==> src/crrg_pkg.sv <==
// Shared constants, types and color packing helpers for the color ramp row generator.
package crrg_pkg;

   localparam int LEVELS_DEF    = 30;
   localparam int LEAD_MAX_DEF  = 15;
   localparam int FRAC_BITS_DEF = 16;

   localparam int CHAN_W     = 5;
   localparam int LEAD_W     = 4;
   localparam int IDX_W      = 5;
   localparam int COLOR_W    = 16;
   localparam int REQ_DATA_W = 24;
   localparam int RSP_DATA_W = 24;
   localparam int RED_LSB    = 11;
   localparam int GREEN_LSB  = 6;
   localparam int BLUE_LSB   = 0;

   localparam logic [CHAN_W-1:0] CHAN_MAX = 5'h1F;

   typedef logic [CHAN_W-1:0] chan_type;
   // Index 0 is red, 1 is green, 2 is blue.
   typedef chan_type [2:0] rgb_type;

   typedef struct packed {
      logic busy;
      logic done;
   } div_status_type;

   function automatic logic [COLOR_W-1:0] pack_rgb(input rgb_type c);
      logic [COLOR_W-1:0] p;
      p = '0;
      p[RED_LSB +: CHAN_W]   = c[0];
      p[GREEN_LSB +: CHAN_W] = c[1];
      p[BLUE_LSB +: CHAN_W]  = c[2];
      return p;
   endfunction

   function automatic rgb_type unpack_rgb(input logic [COLOR_W-1:0] p);
      rgb_type c;
      c[0] = p[RED_LSB +: CHAN_W];
      c[1] = p[GREEN_LSB +: CHAN_W];
      c[2] = p[BLUE_LSB +: CHAN_W];
      return c;
   endfunction

endpackage

==> src/color_ramp_row_generator.sv <==
// Color ramp row generator: sequencer, ramp accumulators and output register.
//
// One request item carries a seed color and a lead length L. The block answers with a
// row of LEVELS packed colors on the rsp channel, rsp_tlast set on the final one. The
// first L colors ramp toward the seed, starting from white when L is LEAD_MAX (that row
// is then kept as the base row) or else from entry LEAD_MAX-L of the base row, which is
// fetched in the cycle after the request is taken. The rest of the row ramps from the
// seed down to black.
// Each ramp segment first runs three slope divisions through one shared bit-serial
// divider, then emits its colors at up to one per cycle.
// req_tready is high only while no row is in progress, so one item is worked on at a time.
// A stall on rsp_tready holds the current color in the output register and pauses
// the emission; divisions still run. Reset empties the pipeline and clears the base row
// to black.
module color_ramp_row_generator #(
   parameter int LEVELS    = crrg_pkg::LEVELS_DEF,
   parameter int LEAD_MAX  = crrg_pkg::LEAD_MAX_DEF,
   parameter int FRAC_BITS = crrg_pkg::FRAC_BITS_DEF
) (
   input  logic                             clock,
   input  logic                             reset,
   input  logic                             req_tvalid,
   output logic                             req_tready,
   // seed_red [4:0], seed_green [9:5], seed_blue [14:10], lead_steps [18:15], zeros above
   input  logic [crrg_pkg::REQ_DATA_W-1:0]  req_tdata,
   output logic                             rsp_tvalid,
   input  logic                             rsp_tready,
   // packed_color [15:0], level_index [20:16], zeros above
   output logic [crrg_pkg::RSP_DATA_W-1:0]  rsp_tdata,
   output logic                             rsp_tlast
);

   localparam int CHAN_W = crrg_pkg::CHAN_W;
   localparam int LEAD_W = crrg_pkg::LEAD_W;
   localparam int ACC_W  = CHAN_W + FRAC_BITS;
   localparam int MAXN   = (LEVELS > LEAD_MAX) ? LEVELS : LEAD_MAX;
   localparam int CNT_W  = $clog2(MAXN + 1);
   localparam int POS_W  = $clog2(LEVELS);
   localparam int ADDR_W = (LEAD_MAX > 1) ? $clog2(LEAD_MAX) : 1;

   localparam logic [1:0] ST_IDLE = 2'd0;
   localparam logic [1:0] ST_DIV  = 2'd1;
   localparam logic [1:0] ST_EMIT = 2'd2;
   localparam logic [1:0] ST_LOAD = 2'd3;

   localparam logic [1:0] CH_RED   = 2'd0;
   localparam logic [1:0] CH_BLUE  = 2'd2;

   logic [1:0]       state_ff, state_in;
   logic [1:0]       chan_ff, chan_in;
   logic             div_go_ff, div_go_in;
   logic             white_ff, white_in;
   logic             seg2_ff, seg2_in;
   logic [LEAD_W-1:0] lead_ff, lead_in;
   crrg_pkg::rgb_type seed_ff, seed_in;
   logic [CNT_W-1:0] n_ff, n_in;
   logic [CNT_W-1:0] steps_ff, steps_in;
   logic [POS_W-1:0] pos_ff, pos_in;
   logic [CHAN_W-1:0] mag_ff [3];
   logic [CHAN_W-1:0] mag_in [3];
   logic             neg_ff [3];
   logic             neg_in [3];
   logic [ACC_W-1:0] acc_ff [3];
   logic [ACC_W-1:0] acc_in [3];
   logic [ACC_W-1:0] slope_ff [3];
   logic [ACC_W-1:0] slope_in [3];

   logic                          rsp_valid_ff, rsp_valid_in;
   logic [crrg_pkg::COLOR_W-1:0]  rsp_color_ff, rsp_color_in;
   logic [crrg_pkg::IDX_W-1:0]    rsp_idx_ff, rsp_idx_in;
   logic                          rsp_last_ff, rsp_last_in;

   // Request decode and lead clamping.
   crrg_pkg::rgb_type req_seed;
   logic [LEAD_W-1:0] req_lead_raw;
   logic [LEAD_W-1:0] req_lead;
   logic              req_white;
   logic              req_fire;

   // Base row port signals.
   logic                          base_wr_en;
   logic [ADDR_W-1:0]             base_wr_addr;
   logic [ADDR_W-1:0]             base_rd_addr;
   logic [crrg_pkg::COLOR_W-1:0]  base_rd_data;

   // Divider port signals.
   logic [ACC_W-1:0]              div_num;
   logic [CNT_W-1:0]              div_den;
   logic [ACC_W-1:0]              div_quot;
   crrg_pkg::div_status_type      div_stat;

   crrg_pkg::rgb_type emit_rgb;
   logic              out_free;
   logic              emit_fire;
   logic              emit_last;

   assign req_seed[0]  = req_tdata[4:0];
   assign req_seed[1]  = req_tdata[9:5];
   assign req_seed[2]  = req_tdata[14:10];
   assign req_lead_raw = req_tdata[18:15];

   always_comb begin
      if (req_lead_raw == '0) begin
         req_lead = LEAD_W'(1);
      end else if (32'(req_lead_raw) > LEAD_MAX) begin
         req_lead = LEAD_W'(LEAD_MAX);
      end else begin
         req_lead = req_lead_raw;
      end
   end

   assign req_white    = (32'(req_lead) == LEAD_MAX);
   assign req_tready   = (state_ff == ST_IDLE) && !reset;
   assign req_fire     = req_tvalid && req_tready;
   // The base row entry is captured at the accepting edge and used in the load cycle.
   assign base_rd_addr = ADDR_W'(LEAD_MAX - 32'(req_lead));

   assign div_num = {mag_ff[chan_ff], {FRAC_BITS{1'b0}}};
   assign div_den = n_ff - 1'b1;

   for (genvar c = 0; c < 3; c++) begin : g_emit
      assign emit_rgb[c] = acc_ff[c][ACC_W-1 -: CHAN_W];
   end

   assign out_free  = !rsp_valid_ff || rsp_tready;
   assign emit_fire = (state_ff == ST_EMIT) && out_free;
   assign emit_last = (32'(pos_ff) == LEVELS - 1);

   assign base_wr_en   = emit_fire && white_ff && !seg2_ff && (32'(pos_ff) < LEAD_MAX);
   assign base_wr_addr = ADDR_W'(pos_ff);

   always_comb begin
      logic              setup;
      crrg_pkg::rgb_type seg_start;
      crrg_pkg::rgb_type seg_end;
      logic [CNT_W-1:0]  seg_n;

      state_in     = state_ff;
      chan_in      = chan_ff;
      div_go_in    = 1'b0;
      white_in     = white_ff;
      seg2_in      = seg2_ff;
      lead_in      = lead_ff;
      seed_in      = seed_ff;
      n_in         = n_ff;
      steps_in     = steps_ff;
      pos_in       = pos_ff;
      mag_in       = mag_ff;
      neg_in       = neg_ff;
      acc_in       = acc_ff;
      slope_in     = slope_ff;
      rsp_valid_in = rsp_valid_ff && !rsp_tready;
      rsp_color_in = rsp_color_ff;
      rsp_idx_in   = rsp_idx_ff;
      rsp_last_in  = rsp_last_ff;
      setup        = 1'b0;
      seg_start    = '0;
      seg_end      = '0;
      seg_n        = '0;

      case (state_ff)
         ST_IDLE: begin
            if (req_fire) begin
               white_in = req_white;
               seg2_in  = 1'b0;
               lead_in  = req_lead;
               seed_in  = req_seed;
               pos_in   = '0;
               state_in = ST_LOAD;
            end
         end
         ST_LOAD: begin
            setup   = 1'b1;
            seg_end = seed_ff;
            seg_n   = CNT_W'(lead_ff);
            if (white_ff) begin
               seg_start = {crrg_pkg::CHAN_MAX, crrg_pkg::CHAN_MAX, crrg_pkg::CHAN_MAX};
            end else begin
               seg_start = crrg_pkg::unpack_rgb(base_rd_data);
            end
         end
         ST_DIV: begin
            if (div_stat.done) begin
               // A one-step ramp has a zero divisor and keeps a flat slope.
               slope_in[chan_ff] = (n_ff == CNT_W'(1)) ? '0 : div_quot;
               if (chan_ff == CH_BLUE) begin
                  state_in = ST_EMIT;
               end else begin
                  chan_in   = chan_ff + 1'b1;
                  div_go_in = 1'b1;
               end
            end
         end
         ST_EMIT: begin
            if (emit_fire) begin
               rsp_valid_in = 1'b1;
               rsp_color_in = crrg_pkg::pack_rgb(emit_rgb);
               rsp_idx_in   = crrg_pkg::IDX_W'(pos_ff);
               rsp_last_in  = emit_last;
               for (int c = 0; c < 3; c++) begin
                  acc_in[c] = neg_ff[c] ? (acc_ff[c] - slope_ff[c])
                                        : (acc_ff[c] + slope_ff[c]);
               end
               steps_in = steps_ff - 1'b1;
               if (emit_last) begin
                  state_in = ST_IDLE;
               end else begin
                  pos_in = pos_ff + 1'b1;
                  if (steps_ff == CNT_W'(1)) begin
                     // Lead segment done: ramp from the seed down to black.
                     seg2_in   = 1'b1;
                     setup     = 1'b1;
                     seg_start = seed_ff;
                     seg_end   = '0;
                     seg_n     = CNT_W'(LEVELS - 32'(lead_ff));
                  end
               end
            end
         end
         default: begin
            state_in = ST_IDLE;
         end
      endcase

      if (setup) begin
         for (int c = 0; c < 3; c++) begin
            acc_in[c] = {seg_start[c], {FRAC_BITS{1'b0}}};
            neg_in[c] = (seg_start[c] > seg_end[c]);
            mag_in[c] = (seg_start[c] > seg_end[c]) ? (seg_start[c] - seg_end[c])
                                                    : (seg_end[c] - seg_start[c]);
         end
         n_in      = seg_n;
         steps_in  = seg_n;
         chan_in   = CH_RED;
         div_go_in = 1'b1;
         state_in  = ST_DIV;
      end
   end

   always_ff @(posedge clock) begin
      if (reset) begin
         state_ff     <= ST_IDLE;
         chan_ff      <= CH_RED;
         div_go_ff    <= 1'b0;
         rsp_valid_ff <= 1'b0;
      end else begin
         state_ff     <= state_in;
         chan_ff      <= chan_in;
         div_go_ff    <= div_go_in;
         rsp_valid_ff <= rsp_valid_in;
      end
      white_ff     <= white_in;
      seg2_ff      <= seg2_in;
      lead_ff      <= lead_in;
      seed_ff      <= seed_in;
      n_ff         <= n_in;
      steps_ff     <= steps_in;
      pos_ff       <= pos_in;
      mag_ff       <= mag_in;
      neg_ff       <= neg_in;
      acc_ff       <= acc_in;
      slope_ff     <= slope_in;
      rsp_color_ff <= rsp_color_in;
      rsp_idx_ff   <= rsp_idx_in;
      rsp_last_ff  <= rsp_last_in;
   end

   crrg_divider #(
      .NUM_W (ACC_W),
      .DEN_W (CNT_W)
   ) u_divider (
      .clock  (clock),
      .reset  (reset),
      .start  (div_go_ff),
      .num    (div_num),
      .den    (div_den),
      .quot   (div_quot),
      .status (div_stat)
   );

   crrg_base_row #(
      .LEAD_MAX (LEAD_MAX),
      .ADDR_W   (ADDR_W)
   ) u_base_row (
      .clock   (clock),
      .reset   (reset),
      .wr_en   (base_wr_en),
      .wr_addr (base_wr_addr),
      .wr_data (crrg_pkg::pack_rgb(emit_rgb)),
      .rd_addr (base_rd_addr),
      .rd_data (base_rd_data)
   );

   assign rsp_tvalid = rsp_valid_ff;
   assign rsp_tlast  = rsp_last_ff;
   assign rsp_tdata  = crrg_pkg::RSP_DATA_W'({rsp_idx_ff, rsp_color_ff});

   // A division is only ever launched while the sequencer waits on it.
   a_div_go_in_div: assert property (@(posedge clock) disable iff (reset)
      div_go_ff |-> (state_ff == ST_DIV))
      else $error("divider started outside the division phase");

   a_div_done_in_div: assert property (@(posedge clock) disable iff (reset)
      div_stat.done |-> (state_ff == ST_DIV))
      else $error("divider finished outside the division phase");

   a_go_when_free: assert property (@(posedge clock) disable iff (reset)
      div_go_ff |-> !div_stat.busy)
      else $error("division launched while the divider is busy");

   a_emit_steps: assert property (@(posedge clock) disable iff (reset)
      (state_ff == ST_EMIT) |-> (steps_ff != '0))
      else $error("emitting with no steps left in the segment");

   a_last_ends_row: assert property (@(posedge clock) disable iff (reset)
      (emit_fire && emit_last) |=> ((state_ff == ST_IDLE) && rsp_tvalid && rsp_tlast))
      else $error("row still in progress after its last item");

endmodule

==> src/crrg_divider.sv <==
// Bit-serial restoring divider, one quotient bit per cycle.
module crrg_divider #(
   parameter int NUM_W = 21,
   parameter int DEN_W = 6
) (
   input  logic                       clock,
   input  logic                       reset,
   input  logic                       start,
   input  logic [NUM_W-1:0]           num,
   input  logic [DEN_W-1:0]           den,
   output logic [NUM_W-1:0]           quot,
   output crrg_pkg::div_status_type   status
);

   localparam int CNT_W = $clog2(NUM_W + 1);

   logic [NUM_W-1:0] num_ff, num_in;
   logic [NUM_W-1:0] quot_ff, quot_in;
   logic [DEN_W-1:0] den_ff, den_in;
   logic [DEN_W-1:0] rem_ff, rem_in;
   logic [CNT_W-1:0] cnt_ff, cnt_in;
   logic             busy_ff, busy_in;
   logic             done_ff, done_in;

   logic [DEN_W:0]   rem_sh;
   logic [DEN_W:0]   rem_diff;
   logic             ge;

   assign rem_sh   = {rem_ff, num_ff[NUM_W-1]};
   assign rem_diff = rem_sh - {1'b0, den_ff};
   assign ge       = (rem_sh >= {1'b0, den_ff});

   always_comb begin
      num_in  = num_ff;
      quot_in = quot_ff;
      den_in  = den_ff;
      rem_in  = rem_ff;
      cnt_in  = cnt_ff;
      busy_in = busy_ff;
      done_in = 1'b0;
      if (busy_ff) begin
         num_in  = {num_ff[NUM_W-2:0], 1'b0};
         quot_in = {quot_ff[NUM_W-2:0], ge};
         rem_in  = ge ? rem_diff[DEN_W-1:0] : rem_sh[DEN_W-1:0];
         cnt_in  = cnt_ff - 1'b1;
         if (cnt_ff == CNT_W'(1)) begin
            busy_in = 1'b0;
            done_in = 1'b1;
         end
      end else if (start) begin
         num_in  = num;
         den_in  = den;
         rem_in  = '0;
         cnt_in  = CNT_W'(NUM_W);
         busy_in = 1'b1;
      end
   end

   always_ff @(posedge clock) begin
      if (reset) begin
         busy_ff <= 1'b0;
         done_ff <= 1'b0;
         cnt_ff  <= '0;
      end else begin
         busy_ff <= busy_in;
         done_ff <= done_in;
         cnt_ff  <= cnt_in;
      end
      num_ff  <= num_in;
      quot_ff <= quot_in;
      den_ff  <= den_in;
      rem_ff  <= rem_in;
   end

   assign quot        = quot_ff;
   assign status.busy = busy_ff;
   assign status.done = done_ff;

endmodule

==> src/crrg_base_row.sv <==
// Stored base row of packed colors, cleared to black at reset.
module crrg_base_row #(
   parameter int LEAD_MAX = crrg_pkg::LEAD_MAX_DEF,
   parameter int ADDR_W   = (LEAD_MAX > 1) ? $clog2(LEAD_MAX) : 1
) (
   input  logic                          clock,
   input  logic                          reset,
   input  logic                          wr_en,
   input  logic [ADDR_W-1:0]             wr_addr,
   input  logic [crrg_pkg::COLOR_W-1:0]  wr_data,
   input  logic [ADDR_W-1:0]             rd_addr,
   output logic [crrg_pkg::COLOR_W-1:0]  rd_data
);

   logic [crrg_pkg::COLOR_W-1:0] row_ff [LEAD_MAX];
   logic [crrg_pkg::COLOR_W-1:0] rd_data_ff;

   always_ff @(posedge clock) begin
      if (reset) begin
         for (int i = 0; i < LEAD_MAX; i++) begin
            row_ff[i] <= '0;
         end
      end else if (wr_en) begin
         row_ff[wr_addr] <= wr_data;
      end
      rd_data_ff <= row_ff[rd_addr];
   end

   assign rd_data = rd_data_ff;

endmodule
==> config.mk <==
export PLATFORM = sky130hd
export DESIGN_NAME = color_ramp_row_generator
export DESIGN_NICKNAME = d
export VERILOG_FILES = /design/src/crrg_pkg.sv /design/src/color_ramp_row_generator.sv /design/src/crrg_divider.sv /design/src/crrg_base_row.sv
export SDC_FILE = /design/constraint.sdc
export NUM_CORES = 1
export LEC_CHECK = 0
export ABC_AREA = 0
export BUFFER_PORTS_ARGS = -buffer_cell sky130_fd_sc_hd__buf_2
export CORE_MARGIN = 2
export CORE_UTILIZATION = 23
export DETAILED_ROUTE_END_ITERATION = 7
export HOLD_SLACK_MARGIN = 0.08
export PLACE_DENSITY = 0.42
export RECOVER_POWER = 100
export SLEW_MARGIN = 20
export SYNTH_ARGS = -nofsm -noshare
export SYNTH_HDL_FRONTEND = slang
export SYNTH_SLANG_ARGS = --single-unit
==> constraint.sdc <==
create_clock -name clock -period 3.6 [get_ports clock]
set_clock_uncertainty 0.15 [all_clocks]
set_input_delay 0.36 -clock clock [delete_from_list [all_inputs] [get_ports clock]]
set_output_delay 0.36 -clock clock [all_outputs]
set_load 0.005 [all_outputs]
==> results of run 1 <==
## registers in the layout, indices dropped and copies added, names as in the netlist, 15 cells and up
name / count
acc_ff: 63
u_divider.quot: 21
slope_ff: 63
mag_ff: 15
seed_ff: 15
u_base_row.row_ff: 240
rsp_color_ff: 15
u_base_row.rd_data: 15
## kinds of logic after synthesis
| logic type | synth area share, % |
|---|---|
| and+or+nand+nor | 14.3 |
| AOI/OAI and AO/OA | 9.77 |
| muxes | 6.73 |
| DFF | 55.3 |
| other | 0.0144 |
| buffers and inverters | 3.24 |
| xor gates and xnor gates | 4.36 |
| adders and majority gates | 6.29 |
## critical path, delay by kind of cell, from the launching register on
family,cells,cell delay (ns)
buffers and inverters,2,0.27
and+or+nand+nor,5,1.56
adders and majority gates,2,0.50
AOI/OAI and AO/OA,3,0.33
xor gates and xnor gates,2,0.24
DFF,1,0.39
## how the worst min path moves through the flow
stage                                  start                     to  slack [ns]  cells after the start
final                             req_tvalid                seg2_ff        0.21                      3
after detailed placement  u_divider.quot[14]     u_divider.quot[15]        0.27                      0
after global placement    u_divider.quot[16]     u_divider.quot[17]        0.27                      0
after global routing              req_tvalid                seg2_ff        0.23                      3
after CTS                      req_tdata[18]  u_base_row.rd_data[3]        0.10                      3
after floorplan            u_divider.quot[9]     u_divider.quot[10]        0.27                      0
## timing repair
action	4_1_cts	5_1_grt
hold buffers	16	0
resized for setup	13	74
endpoints found under the setup margin	7	30
hold endpoints to repair	21	0
setup buffers	2	12
pin swaps	14	40
## layer usage
layer | vias to the layer above | wire length (microns)
li1 | 8284 | -
met1 | 8536 | 36200
met2 | 268 | 35100
met3 | 82 | 2430
met4 | 0 | 1390
met5 | - | 0
## report_power, final
group | switching, mW | total, mW | internal [mW]
registers | 0.570 | 7.87 | 7.30
logic | 4.18 | 7.02 | 2.84
clock network | 2.55 | 6.11 | 3.57
total | 7.29 | 21.0 | 13.7
## cell usage after synthesis, types with 6 or more instances
| cell type | n | area, sq um |
|---|---|---|
| and3_1 | 12 | 75.1 |
| o31ai_1 | 9 | 67.6 |
| buf_4 | 6 | 45.0 |
| nor3_1 | 31 | 155 |
| nand4_1 | 14 | 87.6 |
| nand2_1 | 109 | 409 |
| buf_2 | 8 | 40.0 |
| nor2b_1 | 62 | 388 |
| clkbuf_1 | 101 | 379 |
| and2_1 | 232 | 1450 |
| edfxtp_1 | 429 | 12900 |
| nor4_1 | 12 | 75.1 |
| o21ai_0 | 61 | 305 |
| or3_1 | 9 | 56.3 |
| mux2_2 | 7 | 78.8 |
| a211oi_1 | 49 | 368 |
| o211ai_1 | 7 | 52.6 |
| o21bai_1 | 11 | 82.6 |
| ha_1 | 115 | 1440 |
| a21o_1 | 37 | 278 |
| nand3_1 | 38 | 190 |
| or2_2 | 8 | 50.1 |
| nand2b_1 | 19 | 119 |
| dfxtp_1 | 76 | 1520 |
| nor2_1 | 114 | 428 |
| a31oi_1 | 11 | 68.8 |
| o21a_1 | 19 | 143 |
| a21oi_1 | 153 | 766 |
| inv_1 | 90 | 338 |
| mux2i_1 | 100 | 1000 |
| xor2_1 | 34 | 298 |
| a221oi_1 | 7 | 61.3 |
| fa_1 | 10 | 200 |
| mux4_2 | 30 | 676 |
| xnor2_1 | 94 | 823 |
| o21ai_1 | 15 | 75.1 |
## final cells by class
cell class | count | area [sq um]
multi-input combinational | 1489 | 11200
sequential | 505 | 14400
clock buffer | 71 | 1550
timing repair buffer | 228 | 1530
clock inverter | 36 | 395
antenna | 2 | 5.00
fill | 11400 | 81200
inverter | 92 | 345
tap | 1500 | 1880
==> results.md, run 1 <==
Outcome:
- The flow ran to the end, but the final reports show violations.
- The checks that failed: max-capacitance violations, max-slew violations, negative setup slack.

Worst setup path:
- The kind of launch point of the worst setup path is a register.
- The standard cell with the maximum stage delay on the critical path is or4b_4.
- The largest single stage delay on the critical path is 0.50 ns.
- The most critical setup path has its endpoint at acc_ff[37].
- The most prevalent standard cell on the critical path is or3_1.
- The category of the critical setup timing path is register to register.
- For flop-to-flop paths, the worst setup slack is -0.11 ns.
- The critical path data required time is 3.81 ns.
- The critical path data arrival time is 3.92 ns.
- The startpoint of the worst setup timing path is slope_ff[22].
- The endpoint type of the worst setup path is a register.
- The worst register-to-register path has a depth of 14.
- In this run the critical register-to-register path is captured at acc_ff[37].
- The peak fanout along the critical path is 3.
- In this run the critical register-to-register path is launched from slope_ff[22].
- The critical path goes through inv_1 -> ha_2 -> or4b_4 -> nor4_4 -> a21oi_2 -> xnor2_1 -> ha_1 -> nand4_1 -> or3_1 -> or3_1 -> o211ai_1 -> buf_4 -> xnor2_2 -> o21ai_1.

Logic synthesis:
- The post-synthesis cell count is 2203.
- The summed instance area of the synthesized netlist is 0.0261 sq mm.
- The post-synthesis async set-or-reset flop share is 0%.
- The average instance in the mapped netlist occupies 11.8 sq um.
- Of the synthesized area, sequential elements account for 55.3%.
- The number of distinct library cells after synthesis is 74.
- The number of flops mapped to enable cells by yosys is 429.
- The synthesis warning total is 0.
- The flop and latch count out of synthesis is 505.
- Among all flip-flop cells after synthesis, the most frequent one is edfxtp_1.

Clocking:
- The clock slew at the register clock pins of the worst setup and hold paths is 0.06 ns.
- In this run the number of H-tree levels came out at 2.
- The CTS buffer count is 59.
- In this run the clock root is driven by a clkbuf_16.
- For the worst-skew pair, the clock arrives at the later sink with an insertion delay of 0.65 ns.
- The maximum buffer depth of the clock tree is 3.
- The CTS tree is done.
- The number of clock sinks seen by CTS is 505.

Drt:
- The sum of routed wire length over all layers is 75100 microns.
- The detailed router's first-iteration violation count is 1278.
- The first TritonRoute pass finished after 5 iterations.
- The average via count per standard cell is 4.38.
- The residual antenna-violating net count after detailed routing is 0.
- Dividing the detail-routed wire length by the instance count gives 19.1 microns.
- In the routed design, unresolved DRC markers number 0.
- Summing over every cut layer, the via total after detailed routing is 17200.

STA:
- The worst slack on hold paths is 0.207 ns.
- The number of hold-slack violations in the final timing report is 0.
- The shortest period the worst path allows is 3.71 ns.
- The portion of the clock cycle consumed by the worst path in the final layout is 103%.
- At the pin with the least slew margin, the transition time is 2.19 ns.
- The number of max-slew violations in the final report is 140.
- The least setup slack across all paths after layout is -0.110 ns.
- Measured against its own limit, the worst slew margin works out to -46.0%.
- Setup total negative slack on the finished layout was measured at -0.424 ns.
- Setup repair after global routing could not meet its margin everywhere.
- The peak clock frequency supported by timing is 270 MHz.
- Setup violations remaining at the end of the flow were counted as 8.

GRT:
- The largest net degree at the start of global routing is 78.
- The initial antenna violation count is 3.
- The global-route track usage on met2 is 21.0%.
- The layer with the highest usage after global routing is met2.
- The via count of the first global-routing pass is 17200.
- For this run, global-route usage on met3 was measured as 1.55%.
- The fraction of met1 tracks used by global routing is 17.9%.
- After global routing the overflow that remains totals 0.
- The global-route usage over all layers is 12.7%.
- The first global-routing pass estimated 112000 microns of wire.

Layout:
- Cells with a size suffix above 1 make up 15.2% of the layout.
- After routing the design area is 0.0313 sq mm.
- The end-of-flow core utilization is 27.8%.
- Excluding fillers, the count of instances in the completed layout stands at 3923.
- The top cell types in the final layout, fill and taps aside, are 429 x edfxtp_1, 136 x a21oi_1, 125 x and2_0.
- After the last flow step, the layout net total stands at 2528.
- The library cell used most frequently in the layout, excluding fill and tap cells, is edfxtp_1.
- The growth of design area from synthesis to finish is 20.0%.

Die:
- Measured along the y axis, the die boundary spans 341 microns.
- During I/O placement, the number of pins put on the boundary was 55.
- Once the floorplan was initialized, standard cells occupied 23.2% of the core.
- The core region is 0.112 sq mm.
- In this run the core area contains 123 standard-cell rows.
- The die is 341 microns wide.
- The full die area is 0.116 sq mm.

Placed design:
- Detailed placement finished with a half-perimeter wire length of 51900 microns.
- Routability-driven placement finished with a final weighted congestion of 0.853.
- At the placement stage, the worst setup path has a slack of -0.167 ns.
- The number of placed instances, taps included, is 3784.
- In this run the tool buffered the top-level ports with 45 buffer cells.
- The post-place instance area is 0.0289 sq mm.

Min path:
- In this run the worst hold path is classified as input port to register.

Pwr:
- In this run the static leakage power is 11.7 nW.
- VDD sags by at most 0.432 mV.
- The areal power density over the cells is 672 mW/mm^2.
- Power comes to 21.0 mW.

Job:
- The number of maximum-capacitance constraint violations is 4.
No activity file was read; power rests on OpenSTA's default activity.
==> run 2, diff against run 1 <==
GPL_TIMING_DRIVEN = 0   (was not set)
==> run 2 against run 1 <==
Against the previous run:
- the run ends with negative setup slack left
- clock power about the same
- global-route usage up 0.57 points
- routed wire length up 5.7%
- sequential power up 2%
- largest cell class unchanged
- highest routed layer unchanged
==> results.md, run 2 (synthesis results as in run 1) <==
Die:
- The top-level I/O count is 55 (unchanged).
- The full die area is 0.116 sq mm (unchanged).
- The die height is 341 microns (unchanged).
- The effective utilization at floorplan was 23.2% (unchanged).
- The count of standard-cell rows is 123 (unchanged).
- The area of the core is 0.112 sq mm (unchanged).
- The die width came to 341 microns (unchanged).

GRT:
- The global-route usage over all layers was 13.3% (+0.57 points).
- The largest net degree at the start of global routing came to 31 (-60%).
- The first-pass GRT wire length is 116000 microns (+4.0%).
- The total overflow reported by the global router is 0 (unchanged).
- The initial antenna violation count is 4 (+1).
- The via count of the first global-routing pass is 18300 (+6.7%).

Worst setup path:
- The worst setup path is captured at a register.
- The critical path data arrival time is 4.15 ns (+0.23 ns).
- The category of the critical setup timing path is register to register.
- The worst setup path is launched from a register.
- The critical register-to-register path startpoint is slope_ff[22].
- The peak fanout along the critical path is 3 (unchanged).
- The worst reg2reg path depth is 16 (+2).
- The worst flop-to-flop path endpoint is acc_ff[40].
- The critical path data required time was 3.82 ns (about the same).
- The register-to-register path setup slack came to -0.33 ns (-0.22 ns).

Clocking:
- The number of clock sinks seen by CTS was 505 (unchanged).
- The number of levels in the clock H-tree is 2 (unchanged).
- The maximum buffer depth of the clock tree came to 3 (unchanged).
- CTS placed an instance of clkbuf_16 at the clock tree root.
- The clock latency at the later pin of the worst-skew pair is 0.63 ns (-0.02 ns).
- The CTS buffer count came to 59 (unchanged).
- TritonCTS built the clock tree.
- The clock slew at the register clock pins of the worst setup and hold paths is 0.06 ns (about the same).

Layout:
- The register with the most flip-flops is u_base_row.row_ff.
- The library cells used most frequently in the layout, excluding fill and tap cells, are 429 x edfxtp_1, 126 x a21oi_1, 115 x clkbuf_1, 115 x and2_1, 115 x and2_0.
- The leading cell type in the layout, fill and taps excluded is edfxtp_1.
- The fraction of final layout cells sized beyond drive strength 1 is 17.1% (+1.8 points).
- The flip-flop count of the largest register, all copies and words added is 240 (unchanged).
- The area of all sequential standard cells is 0.0144 sq mm (about the same).
- The layout net count is 2572 (+1.7%).
- The multi-input combinational cell area is 0.0117 sq mm (+5.1%).
- The growth of design area from synthesis to finish is 22.6%.
- The largest registers in the layout are u_base_row.row_ff (240), acc_ff (63), slope_ff (63).
- The filler cell count is 11500 (+1.1%).
- The finished layout cell area is 0.0320 sq mm (+2.2%).

Drt:
- The post-detailed-route wirelength per cell is 20.0 microns (+4.4%).
- The sum of routed wire length over all layers was 79300 microns (+5.7%).
- The detailed-routing iteration count for the pre-antenna-repair pass is 6 (+1).
- The overall via count from detail_route is 17800 (+3.9%).
- The residual DRC count was 0 (unchanged).
- The detailed router's first-iteration violation count is 906 (-29%).
- The residual antenna-violating net count after detailed routing is 0 (unchanged).
- The average via count per standard cell is 4.49 (+2.6%).

STA:
- Setup repair after global routing could not meet its margin everywhere.
- The peak clock frequency supported by timing is 254 MHz (-5.7%).
- The number of hold-slack violations in the final timing report is 0 (unchanged).
- The number of setup violations in the final report is 100 (+92).
- The relative slew slack is 13.9% (+60 points).
- The slew at the pin with the worst max-slew slack was 1.29 ns (-0.897 ns).
- The least setup slack across all paths after layout is -0.334 ns (-0.224 ns).
- The sum of negative setup slack is -11.77 ns (-11.35 ns).
- The number of max-slew violations in the final report was 0 (-100%).
- The portion of the clock cycle consumed by the worst path in the final layout is 109% (+6.2 points).
- The shortest period the worst path allows is 3.93 ns (+0.224 ns).

Pwr:
- The static leakage is 11.8 nW (+1.3%).
- The areal power density over the cells is 678 mW/mm^2 (+1.0%).
- The worst supply voltage drop on vdd came to 0.347 mV (-20%).

Job:
- The number of maximum-capacitance constraint violations came to 0 (-4).

Placed design:
- The global placer's final weighted congestion is 0.819 (-4.0%).
- The count of input and output buffers is 41 (-8.9%).
- The post-place instance area came to 0.0284 sq mm (-1.7%).
- The sum of net half-perimeters after detailed placement came to 57800 microns (+11%).

Min path:
- The min-delay analysis places its worst path in the category input port to register.
- The sink of the worst hold path is seg2_ff.
- The startpoint of the most critical hold path is req_tvalid.
- The hold path depth is 3 (unchanged).

Outcome:
- The flow ran to the end, but the final reports show violations.
- The final reports fail on negative setup slack.
==> run 2: area by class of cell <==
cell class | instances | share of cell area, %
Sequential cell | 505 | 45.1
Multi-Input combinational cell | 1489 | 36.7
Tap cell | 1500 | 5.87
Clock buffer | 74 | 4.99
Timing Repair Buffer | 169 | 3.71
Buffer | 103 | 1.48
Inverter | 92 | 1.11
Clock inverter | 37 | 1.09
Antenna cell | 2 | 0.0157
==> run 2: worst max-delay path by stage <==
| stage | end | cells past startpoint | from |
|---|---|---|---|
| 6_report | acc_ff[40] | 16 | slope_ff[22] |
| 5_1_grt | acc_ff[41] | 17 | slope_ff[22] |
| 4_1_cts | acc_ff[41] | 15 | slope_ff[21] |
| 3_5_place_dp | mag_ff[13] | 16 | rsp_tready |
| 3_3_place_gp | mag_ff[13] | 16 | rsp_tready |
| 2_1_floorplan | acc_ff[20] | 15 | slope_ff[7] |
==> run 2: routing by layer <==
metal / vias to the layer above / track usage [%] / routed length (microns)
li1: 8403 / - / -
met1: 9019 / 17.8 / 36400
met2: 302 / 22.5 / 38100
met3: 111 / 1.68 / 2680
met4: 0 / 3.81 / 2150
met5: - / 0 / 0
==> run 2: power breakdown <==
group	internal, mW	total [mW]	switching, mW
sequential	7.30	8.01	0.711
clock	3.56	6.10	2.54
combinational	3.12	7.58	4.46
==> run 2: through the flow <==
stage	std cells	hold slack, ns	total power, mW	worst slack [ns]	util (%)
after global routing	3969	0.201	22.9	-0.536	28.4
after global placement	3747	0.274	14.3	-1.57	25.0
after detailed placement	3761	0.275	14.5	-1.54	25.3
final	3971	0.221	21.7	-0.334	28.4
after floorplan	2206	0.268	12.2	-0.0187	-
after CTS	3932	0.119	21.4	-0.442	27.9
==> run 2: critical path, stage by stage, from the launching register on <==
cell and delay, ns:
edfxtp_1 0.40, inv_1 0.07, ha_2 0.17, or4b_4 0.51, nor4_4 0.27, a21oi_2 0.10
xnor2_1 0.22, ha_2 0.33, buf_4 0.14, buf_6 0.11, nand4_1 0.14, nor4_2 0.06
o21ai_2 0.10, nand3_4 0.17, a221oi_4 0.33, xor2_2 0.30, o21ai_2 0.10
==> run 2: repair_timing <==
| action | CTS | global route |
|---|---|---|
| pin swaps | 51 | 91 |
| hold endpoints to repair | 16 | 0 |
| setup buffers | 53 | 47 |
| hold buffers | 16 | 0 |
| gates resized for setup | 106 | 107 |
| endpoints found under the setup margin | 136 | 36 |
